===== config.mk =====
export PLATFORM = sky130hd
export DESIGN_NAME = serpentine_error_diffusion_dither_flat
export DESIGN_NICKNAME = d
export VERILOG_FILES = /design/src/rtl/sedd_pkg.sv /design/src/rtl/sedd_pix_if.sv /design/src/rtl/sedd_idx_if.sv /design/src/rtl/sedd_quant.sv /design/src/rtl/serpentine_error_diffusion_dither.sv /design/src/flat_wrapper.sv
export SDC_FILE = /design/constraint.sdc
export NUM_CORES = 1
export LEC_CHECK = 0
export ABC_AREA = 1
export BUFFER_PORTS_ARGS = -buffer_cell sky130_fd_sc_hd__buf_2
export CELL_PAD_IN_SITES_DETAIL_PLACEMENT = 2
export CELL_PAD_IN_SITES_GLOBAL_PLACEMENT = 2
export CORE_MARGIN = 8
export CORE_UTILIZATION = 41
export CTS_CLUSTER_SIZE = 14
export DETAILED_ROUTE_END_ITERATION = 6
export PLACE_DENSITY = 0.95
export SLEW_MARGIN = 0
export SYNTH_ARGS = -nofsm -noshare
export SYNTH_HDL_FRONTEND = slang
export SYNTH_HIERARCHICAL = 1
export SYNTH_SLANG_ARGS = --single-unit
export TNS_END_PERCENT = 10

===== constraint.sdc =====
create_clock -name clk_i -period 13.55 [get_ports clk_i]
set_input_delay 2.0325 -clock clk_i [delete_from_list [all_inputs] [get_ports clk_i]]
set_output_delay 2.0325 -clock clk_i [all_outputs]
set_load 0.02 [all_outputs]

===== src/rtl/sedd_pkg.sv =====
`default_nettype none

package sedd_pkg;

  // Sample, carried error and raw sum widths.
  localparam int SAMPLE_W = 8;
  localparam int ERR_W    = 9;
  localparam int SUM_W    = 10;
  localparam int INDEX_W  = 8;

  // Full-scale sample value used by the clamp.
  localparam logic [SAMPLE_W-1:0] SAMPLE_MAX = 8'd255;

endpackage

`default_nettype wire


===== src/rtl/sedd_pix_if.sv =====
`default_nettype none

// Pixel channel: one RGB or gray word per handshake.
interface sedd_pix_if import sedd_pkg::*; ();
  logic                valid;
  logic                ready;
  logic [SAMPLE_W-1:0] red;
  logic [SAMPLE_W-1:0] green;
  logic [SAMPLE_W-1:0] blue;
  logic                gray_mode;
  logic                row_end;

  modport source (output valid, red, green, blue, gray_mode, row_end, input ready);
  modport sink   (input valid, red, green, blue, gray_mode, row_end, output ready);
endinterface

`default_nettype wire


===== src/rtl/sedd_idx_if.sv =====
`default_nettype none

// Result channel: one palette index word per handshake.
interface sedd_idx_if import sedd_pkg::*; ();
  logic               valid;
  logic               ready;
  logic [INDEX_W-1:0] color_index;
  logic               row_reversed;

  modport source (output valid, color_index, row_reversed, input ready);
  modport sink   (input valid, color_index, row_reversed, output ready);
endinterface

`default_nettype wire


===== src/rtl/sedd_quant.sv =====
`default_nettype none

// One channel of the quantizer: add the carried error, clamp, quantize and
// compute the error left for the next pixel. Purely combinational.
module sedd_quant import sedd_pkg::*; #(
  parameter int LEVELS = 5
) (
  input  wire logic [SAMPLE_W-1:0]        sample_i,
  input  wire logic signed [ERR_W-1:0]    err_i,
  output logic [$clog2(LEVELS)-1:0]       lvl_o,
  output logic signed [ERR_W-1:0]         err_o
);

  localparam int LVL_W  = $clog2(LEVELS);
  localparam int PROD_W = SAMPLE_W + LVL_W;

  logic signed [SUM_W-1:0]  sum;
  logic [SAMPLE_W-1:0]      clamped;
  logic [PROD_W-1:0]        prod;
  logic [SAMPLE_W-1:0]      recon_tab [LEVELS];
  logic [SAMPLE_W-1:0]      recon;

  // Reconstruction level of each quantizer step, fixed at elaboration.
  for (genvar k = 0; k < LEVELS; k++) begin : g_recon
    localparam int Recon = k * 255 / (LEVELS - 1);
    assign recon_tab[k] = SAMPLE_W'(Recon);
  end

  // Error plus sample, clamped to the sample range.
  assign sum = SUM_W'(err_i) + $signed({2'b00, sample_i});

  always_comb begin
    if (sum < 0) begin
      clamped = '0;
    end else if (sum > $signed({2'b00, SAMPLE_MAX})) begin
      clamped = SAMPLE_MAX;
    end else begin
      clamped = sum[SAMPLE_W-1:0];
    end
  end

  // Level is the top bits of clamped * LEVELS / 256.
  assign prod  = PROD_W'(clamped) * PROD_W'(LEVELS);
  assign lvl_o = prod[PROD_W-1:SAMPLE_W];

  // New error is the clamped value minus the reconstructed level.
  assign recon = recon_tab[lvl_o];
  assign err_o = ERR_W'($signed({1'b0, clamped}) - $signed({1'b0, recon}));

endmodule

`default_nettype wire


===== src/rtl/serpentine_error_diffusion_dither.sv =====
// Path: an accepted word is held in the input register, and its palette index is
// registered in the result register, from which the index can be taken.
// Throughput: one pixel per cycle while the result side is not stalled; the carried
// error loop closes through the channel quantizers between the input and result registers.
// Reset: asynchronous, active low; empties both registers, clears all carried
// errors and both row-direction flags (first row runs forward).
`default_nettype none

module serpentine_error_diffusion_dither import sedd_pkg::*; #(
  parameter int RED_LEVELS   = 5,
  parameter int GREEN_LEVELS = 8,
  parameter int BLUE_LEVELS  = 5,
  parameter int GRAY_LEVELS  = 24,
  parameter int CUBE_BASE    = 56,
  parameter int GRAY_BASE    = 32
) (
  input  wire logic      clk_i,
  input  wire logic      rst_ni,
  sedd_pix_if.sink       pix_i,
  sedd_idx_if.source     idx_o
);

  localparam int RED_W   = $clog2(RED_LEVELS);
  localparam int GREEN_W = $clog2(GREEN_LEVELS);
  localparam int BLUE_W  = $clog2(BLUE_LEVELS);
  localparam int GRAY_W  = $clog2(GRAY_LEVELS);

  // Input register.
  logic                in_valid_q;
  logic [SAMPLE_W-1:0] red_q, green_q, blue_q;
  logic                gray_q, row_end_q;

  // Result register.
  logic                out_valid_q;
  logic [INDEX_W-1:0]  index_q, index_d;
  logic                rev_q, rev_d;

  // Carried state.
  logic signed [ERR_W-1:0] red_err_q, green_err_q, blue_err_q, gray_err_q;
  logic signed [ERR_W-1:0] red_err_d, green_err_d, blue_err_d, gray_err_d;
  logic                    color_flag_q, gray_flag_q;

  logic [RED_W-1:0]   red_lvl;
  logic [GREEN_W-1:0] green_lvl;
  logic [BLUE_W-1:0]  blue_lvl;
  logic [GRAY_W-1:0]  gray_lvl;

  logic advance;

  // The result register frees up when empty or when its word is taken.
  assign advance     = !out_valid_q || idx_o.ready;
  assign pix_i.ready = !in_valid_q || advance;

  // Channel quantizers; gray mode reads its sample from the red field.
  sedd_quant #(.LEVELS(RED_LEVELS)) u_red (
    .sample_i(red_q), .err_i(red_err_q), .lvl_o(red_lvl), .err_o(red_err_d)
  );
  sedd_quant #(.LEVELS(GREEN_LEVELS)) u_green (
    .sample_i(green_q), .err_i(green_err_q), .lvl_o(green_lvl), .err_o(green_err_d)
  );
  sedd_quant #(.LEVELS(BLUE_LEVELS)) u_blue (
    .sample_i(blue_q), .err_i(blue_err_q), .lvl_o(blue_lvl), .err_o(blue_err_d)
  );
  sedd_quant #(.LEVELS(GRAY_LEVELS)) u_gray (
    .sample_i(red_q), .err_i(gray_err_q), .lvl_o(gray_lvl), .err_o(gray_err_d)
  );

  // Palette index, wrapping modulo 256, and the active mode's direction.
  always_comb begin
    if (gray_q) begin
      index_d = INDEX_W'(GRAY_BASE) + INDEX_W'(gray_lvl);
      rev_d   = gray_flag_q;
    end else begin
      index_d = INDEX_W'(CUBE_BASE)
              + (INDEX_W'(blue_lvl) * INDEX_W'(RED_LEVELS) + INDEX_W'(red_lvl))
                * INDEX_W'(GREEN_LEVELS)
              + INDEX_W'(green_lvl);
      rev_d   = color_flag_q;
    end
  end

  // Input register control.
  always_ff @(posedge clk_i or negedge rst_ni) begin
    if (!rst_ni) begin
      in_valid_q <= 1'b0;
    end else if (pix_i.ready) begin
      in_valid_q <= pix_i.valid;
    end
  end

  // Input register payload.
  always_ff @(posedge clk_i) begin
    if (pix_i.valid && pix_i.ready) begin
      red_q     <= pix_i.red;
      green_q   <= pix_i.green;
      blue_q    <= pix_i.blue;
      gray_q    <= pix_i.gray_mode;
      row_end_q <= pix_i.row_end;
    end
  end

  // Result register control and carried state of the active mode.
  always_ff @(posedge clk_i or negedge rst_ni) begin
    if (!rst_ni) begin
      out_valid_q  <= 1'b0;
      red_err_q    <= '0;
      green_err_q  <= '0;
      blue_err_q   <= '0;
      gray_err_q   <= '0;
      color_flag_q <= 1'b0;
      gray_flag_q  <= 1'b0;
    end else if (advance) begin
      out_valid_q <= in_valid_q;
      if (in_valid_q) begin
        if (gray_q) begin
          gray_err_q <= gray_err_d;
          if (row_end_q) begin
            gray_flag_q <= !gray_flag_q;
          end
        end else begin
          red_err_q   <= red_err_d;
          green_err_q <= green_err_d;
          blue_err_q  <= blue_err_d;
          if (row_end_q) begin
            color_flag_q <= !color_flag_q;
          end
        end
      end
    end
  end

  // Result register payload.
  always_ff @(posedge clk_i) begin
    if (advance && in_valid_q) begin
      index_q <= index_d;
      rev_q   <= rev_d;
    end
  end

  assign idx_o.valid        = out_valid_q;
  assign idx_o.color_index  = index_q;
  assign idx_o.row_reversed = rev_q;

  // A word held in the input register is never dropped while stalled.
  a_in_hold: assert property (@(posedge clk_i) disable iff (!rst_ni)
    in_valid_q && !advance |=> in_valid_q)
    else $error("input word lost while stalled");

  // A result disappears only after it was taken.
  a_out_taken: assert property (@(posedge clk_i) disable iff (!rst_ni)
    $fell(out_valid_q) |-> $past(idx_o.ready))
    else $error("result dropped without handshake");

  // Gray pixels leave the color errors and flag untouched.
  a_gray_isolated: assert property (@(posedge clk_i) disable iff (!rst_ni)
    advance && in_valid_q && gray_q |=>
      $stable(red_err_q) && $stable(green_err_q) && $stable(blue_err_q)
      && $stable(color_flag_q))
    else $error("gray pixel disturbed color state");

  // A color row end flips the color direction flag.
  a_color_flip: assert property (@(posedge clk_i) disable iff (!rst_ni)
    advance && in_valid_q && !gray_q && row_end_q |=>
      color_flag_q != $past(color_flag_q))
    else $error("color direction flag did not toggle at row end");

endmodule

`default_nettype wire


===== src/flat_wrapper.sv =====
// flat-port wrapper written by rule: the top's interface ports become plain ports
module serpentine_error_diffusion_dither_flat import sedd_pkg::*;
#(
  parameter int RED_LEVELS   = 5,
  parameter int GREEN_LEVELS = 8,
  parameter int BLUE_LEVELS  = 5,
  parameter int GRAY_LEVELS  = 24,
  parameter int CUBE_BASE    = 56,
  parameter int GRAY_BASE    = 32
)
  (clk_i, rst_ni, pix_i_valid, pix_i_red, pix_i_green, pix_i_blue, pix_i_gray_mode, pix_i_row_end, pix_i_ready, idx_o_valid, idx_o_color_index, idx_o_row_reversed, idx_o_ready);
  sedd_pix_if pix_i_i ();
  sedd_idx_if idx_o_i ();
  input  wire logic clk_i;
  input  wire logic rst_ni;
  input wire logic [$bits(pix_i_i.valid)-1:0] pix_i_valid;
  input wire logic [$bits(pix_i_i.red)-1:0] pix_i_red;
  input wire logic [$bits(pix_i_i.green)-1:0] pix_i_green;
  input wire logic [$bits(pix_i_i.blue)-1:0] pix_i_blue;
  input wire logic [$bits(pix_i_i.gray_mode)-1:0] pix_i_gray_mode;
  input wire logic [$bits(pix_i_i.row_end)-1:0] pix_i_row_end;
  output wire logic [$bits(pix_i_i.ready)-1:0] pix_i_ready;
  output wire logic [$bits(idx_o_i.valid)-1:0] idx_o_valid;
  output wire logic [$bits(idx_o_i.color_index)-1:0] idx_o_color_index;
  output wire logic [$bits(idx_o_i.row_reversed)-1:0] idx_o_row_reversed;
  input wire logic [$bits(idx_o_i.ready)-1:0] idx_o_ready;
  assign pix_i_i.valid = pix_i_valid;
  assign pix_i_i.red = pix_i_red;
  assign pix_i_i.green = pix_i_green;
  assign pix_i_i.blue = pix_i_blue;
  assign pix_i_i.gray_mode = pix_i_gray_mode;
  assign pix_i_i.row_end = pix_i_row_end;
  assign pix_i_ready = pix_i_i.ready;
  assign idx_o_valid = idx_o_i.valid;
  assign idx_o_color_index = idx_o_i.color_index;
  assign idx_o_row_reversed = idx_o_i.row_reversed;
  assign idx_o_i.ready = idx_o_ready;
  serpentine_error_diffusion_dither #(.RED_LEVELS(RED_LEVELS), .GREEN_LEVELS(GREEN_LEVELS), .BLUE_LEVELS(BLUE_LEVELS), .GRAY_LEVELS(GRAY_LEVELS), .CUBE_BASE(CUBE_BASE), .GRAY_BASE(GRAY_BASE)) u_core (.clk_i(clk_i), .rst_ni(rst_ni), .pix_i(pix_i_i), .idx_o(idx_o_i));
endmodule

; ---- Word-level counts from Yosys, hierarchy flattened
; Memories as Yosys holds them, arrays and structs flattened.
; Cells that the tools add are included.
; Widths: inputs -> output; s select.
[totals]
regBits = 75
mem_count = 4
latchBits = 0
elab_cells = 82
mem_bits_rw = 0
rom_bits = 448
[classes]
eq_ne = 0
bitwise_logic = 5
n_mul = 4
reduce_logical = 12
order_cmp = 12
div_mod_pow = 0
mux = 18
n_addsub = 12
shift = 0
[mem_list]
columns = name, depth, width, read_ports, rd_ports_with_merged_regs, wr, line_no
row1 = (no name shown), 32, 8, 1, 0, 0, sedd_quant.sv:47  ; assign recon = recon_tab[lvl_o];
row2 = (no name shown), 8, 8, 1, 0, 0, sedd_quant.sv:47
row3 = (no name shown), 8, 8, 1, 0, 0, sedd_quant.sv:47
row4 = (no name shown), 8, 8, 1, 0, 0, sedd_quant.sv:47
[ops]
columns = cell, count
row1 = $mux 8, 17
row2 = $add 9x9->10, 4
row3 = $gt 10x9->1 const B, 4
row4 = $lt 10x1->1 const B, 4
row5 = $sub 8x8->9, 4
row6 = $mul 8x3->11 const B, 2
row7 = $ge 4x4->1 const B, 3
row8 = $not 3->4, 3
row9 = $mul 8x2->10 const B, 1
row10 = $add 6x8->8 const A, 1
row11 = $add 8x3->8, 1
row12 = $reduce_and 4->1, 2
row13 = $add 6x5->7 const A, 1
row14 = $ge 6x6->1 const B, 1
row15 = $not 5->6, 1
row16 = $reduce_and 3->1, 2
row17 = $add 5x3->5, 1
row18 = $mul 3x3->5 const B, 1
row19 = $logic_not 1->1, 4
row20 = $logic_and 1x1->1, 2
row21 = $logic_or 1x1->1, 2
row22 = $mux 1, 1
row23 = $not 1->1, 1

; ---- Logic depth before layout (Yosys ltp)
[depth]
word_depth = 10
depth_mapped = 36
depth_no_buf = 36

; ---- By module
; The synthesis kept the hierarchy.
[by_module_without_submodules]
columns = mod, cells_per_inst, area_each_um2, instances, seq_area_each_um2
row1 = serpentine_error_diffusion_dither, 266, 2971.6, 1, 2052.0
row2 = sedd_quant (u_core.u_blue ...), 167, 1159.9, 2, 0.0
row3 = sedd_quant (u_core.u_gray), 265, 1607.8, 1, 0.0
row4 = sedd_quant (u_core.u_green), 122, 760.7, 1, 0.0

; ---- Worst setup path before layout
; OpenSTA, ideal clock, no wires.
[synth_path]
path_kind = register to register
startpoint = reg u_core.red_q[0]
endpoint = reg u_core.index_q[7] (netlist: u_core/idx_o.color_index[7]) (data pin)
arrival_ns = 4.571
path_slack_ns = 8.724
setup_time_ns = 0.255
path_buffers = 0
required_ns = 13.295
path_stages_with_launch = 28
period_less_slack_ns = 4.826
cell_sequence = edfxtp_1 > ha_1 > inv_1 > fa_1 > inv_1 > nand3_1 > nand2_1 > nand2_2 > nand2_2 > nand2_2 > nand2_4 > nand2_2 > a21oi_1 > ha_1 > ha_1 > nand3_1 > nand2_1 > a21oi_1 > nand3_4 > nor2b_2 > ha_1 > ha_1 > fa_1 > nor2_1 > nor2_1 > nand3_1 > nand2_1 > nor2_1
[synth_between]
elab_chain_cells = 9
[synth_rtl]
columns = item, line_no
row1 = start: declaration, serpentine_error_diffusion_dither.sv:30  ; logic [SAMPLE_W-1:0] red_q, green_q, blue_q;
row2 = start signal: assignment, serpentine_error_diffusion_dither.sv:94  ; red_q <= pix_i.red;
row3 = $add 9x9->10 *, sedd_quant.sv:30  ; assign sum = SUM_W'(err_i) + $signed({2'b00, sample_i});
row4 = $gt 10x9->1, sedd_quant.sv:35  ; end else if (sum > $signed({2'b00, SAMPLE_MAX})) begin
row5 = $mux 8, sedd_quant.sv:35
row6 = $mux 8 *, sedd_quant.sv:33  ; if (sum < 0) begin
row7 = $mul 8x3->11 *, sedd_quant.sv:43  ; assign prod = PROD_W'(clamped) * PROD_W'(LEVELS);
row8 = via u_core.red_lvl[1], serpentine_error_diffusion_dither.sv:43  ; logic [RED_W-1:0] red_lvl;
row9 = $add 5x3->5 *, serpentine_error_diffusion_dither.sv:75  ; + (INDEX_W'(blue_lvl) * INDEX_W'(RED_LEVELS) + INDEX_W'(red_lvl))
row10 = $add 6x8->8 *, serpentine_error_diffusion_dither.sv:75
row11 = $add 8x3->8 *, serpentine_error_diffusion_dither.sv:77  ; + INDEX_W'(green_lvl);
row12 = $mux 8 *, serpentine_error_diffusion_dither.sv:70  ; if (gray_q) begin
row13 = end signal: assignment, serpentine_error_diffusion_dither.sv:135  ; index_q <= index_d;
row14 = end: declaration, serpentine_error_diffusion_dither.sv:35  ; logic [INDEX_W-1:0] index_q, index_d;
; Mark *: on every way through the listed nets, which the timed path passes. The rest lies on a longest branch.
; A chain may end at the register's enable or synchronous reset.

; ---- Worst setup path after layout
[layout_path]
startpoint = reg u_core.blue_err_q[0]
endpoint = reg u_core.blue_err_q[7]
[layout_between]
elab_chain_cells = 10
[layout_rtl]
columns = item, line_no
row1 = start: declaration, serpentine_error_diffusion_dither.sv:39  ; logic signed [ERR_W-1:0] red_err_q, green_err_q, blue_err_q, gray_err_q;
row2 = start signal: assignment, serpentine_error_diffusion_dither.sv:123  ; blue_err_q <= blue_err_d;
row3 = $add 9x9->10 *, sedd_quant.sv:30
row4 = $gt 10x9->1, sedd_quant.sv:35
row5 = $mux 8, sedd_quant.sv:35
row6 = $mux 8 *, sedd_quant.sv:33
row7 = $mul 8x3->11, sedd_quant.sv:43
row8 = $not 3->4 (not written as such), sedd_quant.sv:47
row9 = $mem_v2 8x8, n/a
row10 = $mux 8 (not written as such) (2 in series), sedd_quant.sv:47
row11 = $sub 8x8->9 *, sedd_quant.sv:48  ; assign err_o = ERR_W'($signed({1'b0, clamped}) - $signed({1'b0, recon}));
row12 = via u_core.blue_err_d[7], serpentine_error_diffusion_dither.sv:40  ; logic signed [ERR_W-1:0] red_err_d, green_err_d, blue_err_d, gray_err_d;
; Mark *: on every way through the listed nets, which the timed path passes. The rest lies on a longest branch. The select of a mux whose other input is x is not followed.

==> key figures <==
Die
  • Die Footprint: 23,300 µm²
  • Initial Util: 41.4%
  • Io pins: 41
  • # rows: 50
  • Core ar.: 18,500 µm²
  • Die width: 153 µm
  • Die H: 153 µm

Layout
  • Layout cells sized above 1: 17.3%
  • Diode count: 0
  • Nets@finish: 1,170
  • Commonest non-fill, non-tap cells in the layout: nand2_1, inv_1, ha_1, a21oi_1, nand3_1
  • Commonest non-fill, non-tap cell in the layout: nand2_1
  • Layout area overhead: 9.74%

Hold path
  • Hold Crit Class: flip-flop to flip-flop
  • Hold endpoint: u_core/red_err_q[6]
  • Hold-critical path depth: 2
  • Hold Path Origin: u_core/red_err_q[6]

Timing
  • Setup Viol. Count Final: 0
  • Final hold viol count: 0
  • Worst setup margin: 7.79 ns
  • Fmax: 0.174 GHz
  • Slew headroom: 18.9%
  • RSZ-0062 raised after global routing: no
  • Slew Viols, Final: 0
  • Final period utilization: 42.5%
  • Final min period: 5.76 ns
  • Clk_skew: 0.00724 ns
  • Worst Tran Pin Value: 1.22 ns
  • Setup TNS: 0 ns

Clock tree
  • H-Tree Level Count: 3
  • Clock tree buffer depth: 2
  • Resize count post-CTS: 0
  • Clock-pin slew on the worst setup and hold paths: 0.07 ns
  • Root Buffer: clkbuf_16
  • CTS tree: built
  • Clock sink total: 75
  • Total CTS buffers: 9
  • Postcts setup bufs: 0
  • Worst-skew pair later-pin latency: 0.37 ns
  • Hold-fix buffers at CTS: 0

Critical path
  • Delay-heaviest family, CP: simple AND/OR/NAND/NOR gates
  • Critical path depth: 31
  • Req. time, crit path: 13.80 ns
  • CP max FO: 7
  • Type of origin of the critical path: flip-flop
  • Data arrival time of the critical path: 6.01 ns
  • CP Class: flip-flop to flip-flop
  • Slowest CP cell: fa_1
  • Worst path most repeated cell: nand2_1
  • Worst setup path startpoint: u_core/blue_err_q[0]
  • R2R setup slack: 7.79 ns
  • Reg2Reg Depth: 31
  • CP Buf/Inv Count: 2
  • Worst R2R End: u_core/blue_err_q[7]
  • CP Capture Type: flip-flop
  • Slowest stage delay, CP: 0.42 ns
  • Worst R2R Start: u_core/blue_err_q[0]

Detailed routing
  • DR DRC count: 0
  • DR vias/cell: 5.45
  • Via count: 6,912
  • DR iter-0 viols: 190
  • Total wire length: 27,300 µm
  • DRT antenna net count: 0
  • DR WL/cell: 21.5 µm
  • First-pass iteration count of the detailed router: 4

Logic synthesis
  • Asr flop ratio synth: 53.3%
  • #FFs+latches synth: 75
  • Yosys top cell by area: ha_1
  • Distinct cells, synth: 47
  • Post-synth top area share: 16.5%
  • Post-Syn Nets: 1,127
  • Average cell area after synthesis: 7.76 µm²
  • Top post-synthesis cells by area: ha_1, nand2_1, edfxtp_1
  • Post-Syn Area: 7660 µm²
  • Synth Flop Type: dfrtp_1
  • Syn Inst Count: 987
  • EDFF count, synth: 35
  • Syn. warnings: 6
  • Sequential area share after synthesis: 26.8%

Global routing
  • Grt ovf: 0
  • Antenna violations before repair: 0
  • Vias in the first global route: 8,238
  • GRT Total Usage: 23.8%
  • First-pass GRT wire length: 43,800 µm
  • Largest net degree at the start of global routing: 41

Flow run
  • Max-cap violations: 0

Placed design
  • PortBufs: 40
  • Routability cong.: 0.859
  • Hpwl dp: 21,800 µm
  • Pre-CTS setup slack: 7.80 ns

Status
  • Outcome: complete, no violations
## final cells by class
cell class | instances | area, µm²
flip-flops and latches | 75 | 2050
repair buffers | 40 | 200
clock buffers | 10 | 239
inverters | 147 | 552
fillers | 2126 | 10100
well taps | 234 | 293
multi-input cells | 757 | 4970
clock inverters | 6 | 96.3
## worst min-delay path: cells and delay by family (launching register included)
| kind | cells | cell delay [ns] |
|---|---|---|
| simple gates | 2 | 0.11 |
| flops | 1 | 0.35 |
## synth_stat cells, types with 15 or more instances
cell type    n
nand2_2     33
xor2_1      22
edfxtp_1    35
nor2_1      31
nand2_1    315
xnor2_1     21
nand3_1     51
a21oi_1     52
nand3_2     15
dfrtp_1     40
inv_1      132
ha_1       101
## sequential cells by signal, indices dropped and copies added, names as in the netlist
register and cells:
u_core/gray_flag_q 1, u_core/color_flag_q 1, u_core/blue_err_q 9, u_core/idx_o.row_reversed 1, u_core/idx_o.valid 1, u_core/red_q 8
u_core/idx_o.color_index 8, u_core/gray_q 1, u_core/blue_q 8, u_core/green_err_q 9, u_core/row_end_q 1, u_core/green_q 8
u_core/gray_err_q 9, u_core/in_valid_q 1, u_core/red_err_q 9
## logic make-up after synthesis
logic type               count (synthesis)  share of synthesized area, %
XOR/XNOR                                45                          5.34
AO/OA/AOI/OAI                          114                          9.87
adder cells (fa/ha/maj)                110                          18.8
flip-flops                              75                          26.8
AND/OR/NAND/NOR                        488                          30.9
buffers and inverters                  155                          8.28
## worst max path at each step
stage | endpoint
finish | u_core/blue_err_q[7]
global placement | u_core/idx_o.color_index[7]
CTS | u_core/blue_err_q[7]
global route | u_core/red_err_q[7]
floorplan | u_core/idx_o.color_index[7]
detailed placement | u_core/blue_err_q[7]
## per-layer routing
layer,share of wire [%],GRT usage [%],vias up,wire (µm)
met4,4.0,11.3,0,1100
met2,54,46.3,134,14800
li1,-,-,3256,-
met1,38,23.7,3451,10400
met5,0,0,-,0
met3,3.3,4.91,71,897
## per-stage QoR
step / cells / area, µm² / hold WS (ns) / utilization [%]
floorplan: 987 / 7660 / 0.446 / -
global placement: 1253 / 8070 / 0.458 / 43.6
detailed placement: 1253 / 8070 / 0.478 / 43.6
CTS: 1269 / 8410 / 0.495 / 45.4
global route: 1269 / 8410 / 0.520 / 45.4
finish: 1269 / 8410 / 0.487 / 45.4
Power is left out: the tool's default activity adds up to more than one toggle a clock period on the data nets, which glitch-free logic cannot reach.
